[config.mk]
export PLATFORM = sky130hd
export DESIGN_NAME = lru_keyed_cache_core
export DESIGN_NICKNAME = d
export VERILOG_FILES = /design/src/hw/rtl/lruc_pkg.sv /design/src/hw/rtl/lruc_datapath.sv /design/src/hw/rtl/lruc_ctrl.sv /design/src/hw/rtl/lru_keyed_cache_core.sv
export SDC_FILE = /design/constraint.sdc
export NUM_CORES = 2
export LEC_CHECK = 0
export BUFFER_PORTS_ARGS = -buffer_cell sky130_fd_sc_hd__clkbuf_2
export CAP_MARGIN = 15
export CORE_MARGIN = 2
export CORE_UTILIZATION = 60
export CTS_CLUSTER_SIZE = 14
export DETAILED_ROUTE_END_ITERATION = 16
export GPL_ROUTABILITY_DRIVEN = 0
export PLACE_DENSITY_LB_ADDON = 0.12
export SLEW_MARGIN = 0
export SYNTH_ARGS = -nofsm -noshare
export SYNTH_HDL_FRONTEND = slang
export SYNTH_SLANG_ARGS = --single-unit
[constraint.sdc]
create_clock -name aclk -period 18.35 [get_ports aclk]
set_input_delay 1.835 -clock aclk [delete_from_list [all_inputs] [get_ports aclk]]
set_output_delay 1.835 -clock aclk [all_outputs]
set_load 0.01 [all_outputs]
[src/hw/rtl/lruc_pkg.sv]
`timescale 1ns / 1ps
// ----------------------------------------------------------------------------
// lruc_pkg
// Shared types and constants of the LRU keyed cache.
// ----------------------------------------------------------------------------
package lruc_pkg;

    localparam int CAPACITY_DEF    = 16;
    localparam int KEY_BITS_DEF    = 32;
    localparam int HANDLE_BITS_DEF = 32;
    localparam int FUNC_W          = 3;
    localparam int STATUS_W        = 4;
    localparam int LIMIT_W         = 5;
    localparam int OUT_KEY_W       = 32;
    localparam int OUT_VAL_W       = 32;
    localparam int CNT_OUT_W       = 5;

    localparam logic [FUNC_W-1:0] FN_ADD    = 3'd0;
    localparam logic [FUNC_W-1:0] FN_GET    = 3'd1;
    localparam logic [FUNC_W-1:0] FN_REMOVE = 3'd2;
    localparam logic [FUNC_W-1:0] FN_CLEAR  = 3'd3;
    localparam logic [FUNC_W-1:0] FN_TRIM   = 3'd4;

    localparam logic [STATUS_W-1:0] ST_INSERTED = 4'd0;
    localparam logic [STATUS_W-1:0] ST_UPDATED  = 4'd1;
    localparam logic [STATUS_W-1:0] ST_HIT      = 4'd2;
    localparam logic [STATUS_W-1:0] ST_MISS     = 4'd3;
    localparam logic [STATUS_W-1:0] ST_REMOVED  = 4'd4;
    localparam logic [STATUS_W-1:0] ST_ABSENT   = 4'd5;
    localparam logic [STATUS_W-1:0] ST_NULL     = 4'd6;
    localparam logic [STATUS_W-1:0] ST_CLEARED  = 4'd7;
    localparam logic [STATUS_W-1:0] ST_TRIMMED  = 4'd8;

    localparam logic [7:0] ADDR_LIMIT = 8'd0;

    // controller -> datapath
    typedef struct packed {
        logic load;     // capture input transaction
        logic search;   // key match / oldest search
        logic touch;    // refresh matched slot
        logic insert;   // write new entry into free slot
        logic evict;    // drop oldest slot
        logic drop;     // drop matched slot
        logic clear;
        logic upd;      // store handle into matched slot
    } lruc_cmd_t;

    // datapath -> controller
    typedef struct packed {
        logic hit;
        logic full;     // count >= limit
        logic over;     // count > limit
        logic null_h;
        logic [FUNC_W-1:0] func;
    } lruc_sts_t;

endpackage

[src/hw/rtl/lruc_datapath.sv]
`timescale 1ns / 1ps
// ----------------------------------------------------------------------------
// lruc_datapath
// Slot store, key match, recency ranks and result fields.
// ----------------------------------------------------------------------------
module lruc_datapath import lruc_pkg::*; #(
    parameter int CAPACITY    = CAPACITY_DEF,
    parameter int KEY_BITS    = KEY_BITS_DEF,
    parameter int HANDLE_BITS = HANDLE_BITS_DEF
) (
    input  logic                   aclk,
    input  logic                   aresetn,
    input  lruc_cmd_t              cmd,
    output lruc_sts_t              sts,
    input  logic [FUNC_W-1:0]      in_func,
    input  logic [KEY_BITS-1:0]    in_key,
    input  logic [HANDLE_BITS-1:0] in_handle,
    input  logic [LIMIT_W-1:0]     limit,
    output logic [OUT_VAL_W-1:0]   rd_value,
    output logic [OUT_KEY_W-1:0]   ev_key,
    output logic [CNT_OUT_W-1:0]   ev_count,
    output logic [CNT_OUT_W-1:0]   occupancy
);
    localparam int IW = $clog2(CAPACITY);
    localparam int CW = $clog2(CAPACITY + 1);

    logic [CAPACITY-1:0]    valid_reg;
    logic [KEY_BITS-1:0]    key_reg    [CAPACITY];
    logic [HANDLE_BITS-1:0] handle_reg [CAPACITY];
    logic [IW-1:0]          rank_reg   [CAPACITY];
    logic [CW-1:0]          count_reg;
    logic [FUNC_W-1:0]      func_reg;
    logic [KEY_BITS-1:0]    lkey_reg;
    logic [HANDLE_BITS-1:0] lhandle_reg;
    logic [IW-1:0]          hit_idx_reg, old_idx_reg, free_idx_reg;
    logic                   hit_reg;
    logic [OUT_VAL_W-1:0]   rd_reg;
    logic [OUT_KEY_W-1:0]   ekey_reg;
    logic [CNT_OUT_W-1:0]   ecnt_reg;

    logic [CAPACITY-1:0] match;
    logic [IW-1:0] hit_idx, old_idx, free_idx;
    logic [CW-1:0] lim_eff;

    always_comb begin
        lim_eff = CW'(CAPACITY);
        if (limit == '0) begin
            lim_eff = CW'(1);
        end else if (32'(limit) < 32'(CAPACITY)) begin
            lim_eff = CW'(limit);
        end
    end

    // match of key, oldest valid (unique max rank), first free
    always_comb begin
        hit_idx  = '0;
        old_idx  = '0;
        free_idx = '0;
        for (int i = CAPACITY - 1; i >= 0; i--) begin
            match[i] = valid_reg[i] && (key_reg[i] == lkey_reg);
            if (match[i]) begin
                hit_idx = IW'(i);
            end
            if (!valid_reg[i]) begin
                free_idx = IW'(i);
            end
            if (valid_reg[i] && rank_reg[i] == IW'(count_reg - CW'(1))) begin
                old_idx = IW'(i);
            end
        end
    end

    assign sts.hit    = hit_reg;
    assign sts.full   = count_reg >= lim_eff;
    assign sts.over   = count_reg > lim_eff;
    assign sts.null_h = lhandle_reg == '0;
    assign sts.func   = func_reg;

    always_ff @(posedge aclk) begin
        if (!aresetn) begin
            valid_reg <= '0;
            count_reg <= '0;
        end else begin
            if (cmd.load) begin
                func_reg    <= in_func;
                lkey_reg    <= in_key;
                lhandle_reg <= in_handle;
                rd_reg      <= '0;
                ekey_reg    <= '0;
                ecnt_reg    <= '0;
            end
            if (cmd.search) begin
                hit_reg      <= |match;
                hit_idx_reg  <= hit_idx;
                old_idx_reg  <= old_idx;
                free_idx_reg <= free_idx;
            end
            if (cmd.upd) begin
                handle_reg[hit_idx_reg] <= lhandle_reg;
            end
            if (cmd.touch) begin
                for (int i = 0; i < CAPACITY; i++) begin
                    if (valid_reg[i] && rank_reg[i] < rank_reg[hit_idx_reg]) begin
                        rank_reg[i] <= rank_reg[i] + IW'(1);
                    end
                end
                rank_reg[hit_idx_reg] <= '0;
                if (!cmd.upd) begin
                    rd_reg <= OUT_VAL_W'(handle_reg[hit_idx_reg]);
                end
            end
            if (cmd.drop || cmd.evict) begin
                for (int i = 0; i < CAPACITY; i++) begin
                    if (valid_reg[i] && rank_reg[i] >
                            rank_reg[cmd.evict ? old_idx_reg : hit_idx_reg]) begin
                        rank_reg[i] <= rank_reg[i] - IW'(1);
                    end
                end
                valid_reg[cmd.evict ? old_idx_reg : hit_idx_reg] <= 1'b0;
                count_reg <= count_reg - CW'(1);
                if (cmd.evict) begin
                    ekey_reg <= OUT_KEY_W'(key_reg[old_idx_reg]);
                    ecnt_reg <= ecnt_reg + CNT_OUT_W'(1);
                end
            end
            if (cmd.insert) begin
                for (int i = 0; i < CAPACITY; i++) begin
                    if (valid_reg[i]) begin
                        rank_reg[i] <= rank_reg[i] + IW'(1);
                    end
                end
                valid_reg[free_idx_reg]  <= 1'b1;
                key_reg[free_idx_reg]    <= lkey_reg;
                handle_reg[free_idx_reg] <= lhandle_reg;
                rank_reg[free_idx_reg]   <= '0;
                count_reg <= count_reg + CW'(1);
            end
            if (cmd.clear) begin
                valid_reg <= '0;
                count_reg <= '0;
            end
        end
    end

    assign rd_value  = rd_reg;
    assign ev_key    = ekey_reg;
    assign ev_count  = ecnt_reg;
    assign occupancy = CNT_OUT_W'(count_reg);

endmodule

[src/hw/rtl/lruc_ctrl.sv]
`timescale 1ns / 1ps
// ----------------------------------------------------------------------------
// lruc_ctrl
// Operation sequencer and output register handshake.
// ----------------------------------------------------------------------------
module lruc_ctrl import lruc_pkg::*; (
    input  logic                aclk,
    input  logic                aresetn,
    input  logic                s_valid,
    output logic                s_ready,
    output logic                m_valid,
    input  logic                m_ready,
    output lruc_cmd_t           cmd,
    input  lruc_sts_t           sts,
    output logic [STATUS_W-1:0] status
);
    typedef enum logic [2:0] {
        S_IDLE, S_SEARCH, S_DECIDE, S_EVICT, S_RESEARCH, S_INSERT, S_OUT
    } state_t;

    state_t              state_reg, state_next;
    logic [STATUS_W-1:0] status_reg, status_next;
    logic                mv_reg, mv_next;

    assign s_ready = (state_reg == S_IDLE) && !mv_reg;
    assign m_valid = mv_reg;
    assign status  = status_reg;

    always_comb begin
        state_next  = state_reg;
        status_next = status_reg;
        mv_next     = mv_reg && !m_ready;
        cmd         = '0;
        unique case (state_reg)
            S_IDLE: begin
                if (s_valid && s_ready) begin
                    cmd.load   = 1'b1;
                    state_next = S_SEARCH;
                end
            end
            S_SEARCH: begin
                cmd.search = 1'b1;
                state_next = S_DECIDE;
            end
            S_DECIDE: begin
                state_next = S_OUT;
                unique case (sts.func)
                    FN_ADD: begin
                        if (sts.null_h) begin
                            status_next = ST_NULL;
                        end else if (sts.hit) begin
                            cmd.upd = 1'b1;
                            cmd.touch = 1'b1;
                            status_next = ST_UPDATED;
                        end else if (sts.full) begin
                            cmd.evict = 1'b1;
                            state_next = S_RESEARCH;
                        end else begin
                            state_next = S_INSERT;
                        end
                    end
                    FN_GET: begin
                        if (sts.hit) begin
                            cmd.touch = 1'b1;
                            status_next = ST_HIT;
                        end else begin
                            status_next = ST_MISS;
                        end
                    end
                    FN_REMOVE: begin
                        if (sts.hit) begin
                            cmd.drop = 1'b1;
                            status_next = ST_REMOVED;
                        end else begin
                            status_next = ST_ABSENT;
                        end
                    end
                    FN_CLEAR: begin
                        cmd.clear = 1'b1;
                        status_next = ST_CLEARED;
                    end
                    FN_TRIM: begin
                        status_next = ST_TRIMMED;
                        if (sts.over) begin
                            state_next = S_EVICT;
                        end
                    end
                    default: status_next = ST_MISS;
                endcase
            end
            S_EVICT: begin
                // trim loop: search then evict while over limit
                cmd.search = 1'b1;
                state_next = S_DECIDE;
                if (sts.over) begin
                    state_next = S_SEARCH;
                end
            end
            S_RESEARCH: begin
                cmd.search = 1'b1;
                state_next = S_INSERT;
            end
            S_INSERT: begin
                cmd.insert  = 1'b1;
                status_next = ST_INSERTED;
                state_next  = S_OUT;
            end
            S_OUT: begin
                if (!mv_reg) begin
                    mv_next    = 1'b1;
                    state_next = S_IDLE;
                end
            end
            default: state_next = S_IDLE;
        endcase
        if (state_reg == S_SEARCH && sts.func == FN_TRIM && status_reg == ST_TRIMMED
                && sts.over) begin
            // continuing trim pass: oldest found, evict it next
            cmd.search = 1'b1;
            state_next = S_EVICT;
        end
        if (state_reg == S_EVICT) begin
            cmd = '0;
            cmd.evict  = 1'b1;
            state_next = S_SEARCH;
        end
    end

    always_ff @(posedge aclk) begin
        if (!aresetn) begin
            state_reg  <= S_IDLE;
            status_reg <= ST_MISS;
            mv_reg     <= 1'b0;
        end else begin
            state_reg  <= state_next;
            status_reg <= cmd.load ? ST_MISS : status_next;
            mv_reg     <= mv_next;
        end
    end

endmodule

[src/hw/rtl/lru_keyed_cache_core.sv]
`timescale 1ns / 1ps
// ----------------------------------------------------------------------------
// lru_keyed_cache_core
// Fully associative key-to-handle cache with LRU replacement.
// ----------------------------------------------------------------------------
// Sequencing (accept to m_tvalid): get/remove/clear/update/null/unknown pass search
//   and decide; insert also passes S_INSERT, with eviction S_RESEARCH first; trim
//   passes S_EVICT and S_SEARCH per evicted entry. One transaction at a time;
//   the next is accepted the cycle after the result is taken.
// Reset: aresetn synchronous active low; all slots invalid, limit 16.
// ----------------------------------------------------------------------------
module lru_keyed_cache_core import lruc_pkg::*; #(
    parameter int CAPACITY    = CAPACITY_DEF,
    parameter int KEY_BITS    = KEY_BITS_DEF,
    parameter int HANDLE_BITS = HANDLE_BITS_DEF
) (
    input  logic         aclk,
    input  logic         aresetn,
    input  logic         s_tvalid,
    output logic         s_tready,
    // func[2:0], lookup_key, entry_value, zero pad
    input  logic [((FUNC_W+KEY_BITS+HANDLE_BITS+7)/8)*8-1:0] s_tdata,
    output logic         m_tvalid,
    input  logic         m_tready,
    // status[3:0], read_value[35:4], evicted_flag[36], evicted_key[68:37],
    // evicted_count[73:69], occupancy[78:74], zero pad
    output logic [79:0]  m_tdata,
    input  logic         psel,
    input  logic         penable,
    input  logic         pwrite,
    input  logic [1:0]   paddr,
    input  logic [31:0]  pwdata,
    output logic [31:0]  prdata,
    output logic         pready
);
    lruc_cmd_t           cmd;
    lruc_sts_t           sts;
    logic [LIMIT_W-1:0]  limit_reg;
    logic [STATUS_W-1:0] status;
    logic [OUT_VAL_W-1:0] rd_value;
    logic [OUT_KEY_W-1:0] ev_key;
    logic [CNT_OUT_W-1:0] ev_count, occupancy;

    assign pready = 1'b1;
    assign prdata = (paddr == ADDR_LIMIT[1:0]) ? 32'(limit_reg) : 32'd0;

    always_ff @(posedge aclk) begin
        if (!aresetn) begin
            limit_reg <= LIMIT_W'(16);
        end else if (psel && penable && pwrite && paddr == ADDR_LIMIT[1:0]) begin
            limit_reg <= pwdata[LIMIT_W-1:0];
        end
    end

    lruc_ctrl u_ctrl (
        .aclk, .aresetn,
        .s_valid(s_tvalid), .s_ready(s_tready),
        .m_valid(m_tvalid), .m_ready(m_tready),
        .cmd, .sts, .status
    );

    lruc_datapath #(
        .CAPACITY(CAPACITY), .KEY_BITS(KEY_BITS), .HANDLE_BITS(HANDLE_BITS)
    ) u_dp (
        .aclk, .aresetn, .cmd, .sts,
        .in_func(s_tdata[FUNC_W-1:0]),
        .in_key(s_tdata[FUNC_W +: KEY_BITS]),
        .in_handle(s_tdata[FUNC_W+KEY_BITS +: HANDLE_BITS]),
        .limit(limit_reg),
        .rd_value, .ev_key, .ev_count, .occupancy
    );

    assign m_tdata = {1'b0, occupancy, ev_count, ev_key, (ev_count != '0), rd_value, status};

endmodule
==> metrics.md <==
| Metric | Value |
|---|---|
| Clock transition at the registers of the reported paths | roughly 60 ps |
| HP Start | u_ctrl.status[3]$_SDFFE_PP0P_ |
| Number of optimization iterations in the first detailed-route pass | 6 |
| Clock tree root driver cell | clkbuf_16 |
| Number of buffers created by CTS | 135 |
| Relative contribution of the clock network to total power | 0.403 |
| Endpoint arrival time on the critical path | roughly 7300 ps |
| Top cell family by delay on the critical path | compound AO/OA/AOI/OAI gates |
| Reg-to-reg critical path startpoint | u_dp.lhandle_reg[0]$_DFFE_PP_ |
| Share of synthesized registers carrying an async set or reset | 0 |
| Worst-margin pin slew | 1280 ps |
| Core region area | 102000 µm² |
| Horiz. Die Dim | 324 µm |
| Post-cts resize count | 0 |
| Hold crit path type | register to register |
| Share of post-route cells with drive strength above 1 | 0.196 |
| Number of max-capacitance violations reported | 0 |
| Number of buffers inserted by port buffering | 166 |
| Global-route wire length before repair | 248000 µm |
| Worst setup EP type | register |
| Number of setup violations in the final report | 0 |
| Clock latency reported for the late side of the worst-skew pair | 770 ps |
| H-tree depth | 4 |
| Residual overflow from global routing | 0 |
| Layout-stage area growth over the synthesis result | 11.3% |
| Via count normalized by instance count | 6.60 |
| Category of the worst setup path launch point | register |
| Antenna viol nets, final | 0 |
| Period utilization | 0.361 |
| Maximum number of buffers from clock root to sink | 3 |
| Die Y | between 300 and 400 µm |
| Area of the die | 105000 µm² |
| Setup repair after global routing missed its margin | false |
| Post-CTS Setup Bufs | 0 |
| Crit path from | u_dp.lhandle_reg[0]$_DFFE_PP_ |
| Number of antenna violations at the first check in global routing | 7 |
| Number of instances in the synthesized netlist | between 4000 and 5000 |
| Cell with the largest stage delay on the worst path | a21oi_1 |
| Cell area after synthesis | slightly above 60000 µm² |
| Total track usage | 0.332 |
| Dominant register cell in the synthesized netlist | edfxtp_1 |
| Number of enable-type register cells in the synthesized netlist | 1173 |
| Layout Skew | 31.6 ps |
| Total length of routed wires | between 150000 and 200000 µm |
| Remaining max-slew budget at the tightest pin | 0.149 |
| Worst Path Buf+Inv | 0 |
| Sw Ratio | 0.242 |
| Total number of clock tree sinks | 1271 |
| Proportion of power drawn by flip-flops and latches | 0.488 |
| Number of storage elements in the synthesis netlist | 1271 |
| Status | completed |
| Cell type with the highest occurrence count on the critical path | a21oi_1 |
| Hpwl dp | 112000 µm |
| Setup total negative slack | 0 ps |
| Fraction of power consumed by combinational cells | 0.109 |
| Post-detailed-route wirelength per cell | 30.3 µm |
| DRC viols | 0 |
| Critical-path cell list | nor4_1 -> and4_1 -> a21bo_2 -> nor2_1 -> nor2_1 -> nor3b_1 -> a21oi_1 -> o22a_1 -> o211ai_1 -> ha_1 -> nor2b_1 -> o21a_1 -> o21a_1 -> o2111a_1 -> ha_1 -> a21o_1 -> a21oi_1 -> xor2_1 -> or3_1 -> a21oi_1 |
| Net switching power | 1630 µW |
| Hold Violations, Final | 0 |
| Critical path's largest stage delay | 710 ps |
| Peak Freq | 0.151 GHz |
| Number of nets in the layout | around 4500 |
| Final Worst Setup Slack | between 10000 and 15000 ps |
| Initial core utilization | 0.605 |
| TritonCTS clock tree | built |
| Maximum number of pins on one net before global-route repair | 145 |
| Total power per unit cell area | 98.3 nW/µm² |
| Final count of pins violating max slew | 0 |
| Syn avg cell area | about 15 µm² |
| Start-to-end type of the worst setup path | register to register |
| Site row count | 117 |
| Worst endpoint required time | approximately 19000 ps |
| Number of vias in the routed layout | 37744 |
| VDD IR max | 0.0946 mV |
| Via count of the first global-routing pass | 36354 |
| Min Clock Period, post-route | approximately 6600 ps |
| Yosys warns | 0 |
| Internal power of the cells | 5090 µW |
| Critical path peak fanout | 17 |
| Seq/Total Area, Yosys | 0.605 |
| Cts hold-fix bufs | 0 |
| I/O pins | 228 |
| Number of design-rule violations left by the first detailed-router iteration | 4947 |
| LEAKAGE | ~0.023 µW |
| Distinct cell type count after synthesis | 76 |
| Post-placement setup slack | about 12000 ps |
-- cells in the mapped netlist (all sizes together), types with 37 or more instances --
library cell / count / share of area
mux2i: 37 / 0.0060
xor2: 141 / 0.020
inv: 67 / 0.0041
nand4: 134 / 0.014
nor4: 55 / 0.0056
o21ai: 136 / 0.011
dfxtp: 98 / 0.032
xnor2: 486 / 0.069
nor2: 204 / 0.012
nand2: 203 / 0.012
mux4: 338 / 0.12
ha: 153 / 0.031
nor3: 54 / 0.0044
nand3: 59 / 0.0048
clkbuf: 186 / 0.011
a21oi: 116 / 0.0095
edfxtp: 1173 / 0.57
buf: 76 / 0.0069
-- layer usage --
layer	global-route usage	part of all wire
met4	0.175	0.056
met1	0.456	0.38
met5	0	0
met2	0.516	0.47
met3	0.0546	0.091
-- per-stage QoR --
| stage | hold WS [ps] | cells | util | total power, µW | area [µm²] |
|---|---|---|---|---|---|
| 4_1_cts | 497 | 5712 | 0.673 | 6740 | 68300 |
| 3_5_place_dp | 481 | 5469 | 0.630 | 4060 | 64000 |
| 6_report | 498 | 5717 | 0.673 | 6720 | 68400 |
| 5_1_grt | 532 | 5713 | 0.673 | 6910 | 68300 |
| 2_1_floorplan | 468 | 4105 | - | 3810 | 61500 |
| 3_3_place_gp | 483 | 5469 | 0.630 | 4040 | 64000 |
-- cells in the final DEF, fill, tap and decap left out, drive strengths merged, types with 13 or more instances in the layout --
cell type  netlist  routed
nor2b           31      31
nor3            54      54
nand2          203     203
ha             153     153
a31oi           18      18
nand2b          25      25
xnor2          486     486
or3             13      13
nor2           204     204
dfxtp           98      98
nor4            55      55
inv             67      72
a21oi          116     116
xor2           141     141
nand4          134     134
o22ai           21      21
edfxtp        1173    1173
mux2i           37      37
conb             2      29
and3            14      14
o21ai          136     136
o2111ai         19      19
mux4           338     338
clkbuf         186     348
a211oi          20      20
a21o            14      14
nand3           59      59
o21a            29      29
buf             76      94
clkinv           0      41
-- cells by family after synthesis --
group,Yosys count,synth area share
AOI/OAI and AO/OA,453,0.0480
other,2,0.000122
and+or+nand+nor,851,0.0691
xor gates and xnor gates,629,0.0901
buffers and inverters,329,0.0223
muxes,383,0.131
DFF,1271,0.605
adders and majority gates,160,0.0334
-- cell type report --
cell class              instances  area (µm²)
clock buffers                 183        3700
multi-input cells            2505       23300
repair buffers                259        1580
fillers                      7122       33200
inverters                      67         251
well taps                    1368        1710
flip-flops and latches       1271       37200
clock inverters                60         648
diodes                          4        10.0
-- final timing paths --
check / endpoint / slack (ps) / depth (start not counted)
max: u_dp.rank_reg[0][3]$_SDFFE_PP0P_ / 11720 / 20
min: u_ctrl.status[3]$_SDFFE_PP0P_ / 500 / 2
max reg2reg: u_dp.rank_reg[0][3]$_SDFFE_PP0P_ / 11720 / 20
min reg2reg: u_ctrl.status[3]$_SDFFE_PP0P_ / 500 / 2
-- worst reg2reg max path, stage by stage (launching register included) --
cell and delay, ps:
edfxtp_1 630, nor4_1 570, and4_1 560, a21bo_2 480, nor2_1 160, nor2_1 460
nor3b_1 100, a21oi_1 710, o22a_1 380, o211ai_1 150, ha_1 340, nor2b_1 130
o21a_1 160, o21a_1 160, o2111a_1 310, ha_1 300, a21o_1 180, a21oi_1 190
xor2_1 100, or3_1 310, a21oi_1 140
-- power by group through the flow --
stage / registers, µW / logic (µW) / clock network, µW
2_1_floorplan: 3330 / 482 / 0
3_5_place_dp: 3340 / 722 / 0
5_1_grt: 3280 / 782 / 2850
6_report: 3280 / 731 / 2710
4_1_cts: 3280 / 726 / 2740
3_3_place_gp: 3340 / 708 / 0
Note: power is estimated with default switching activity, not from simulation.
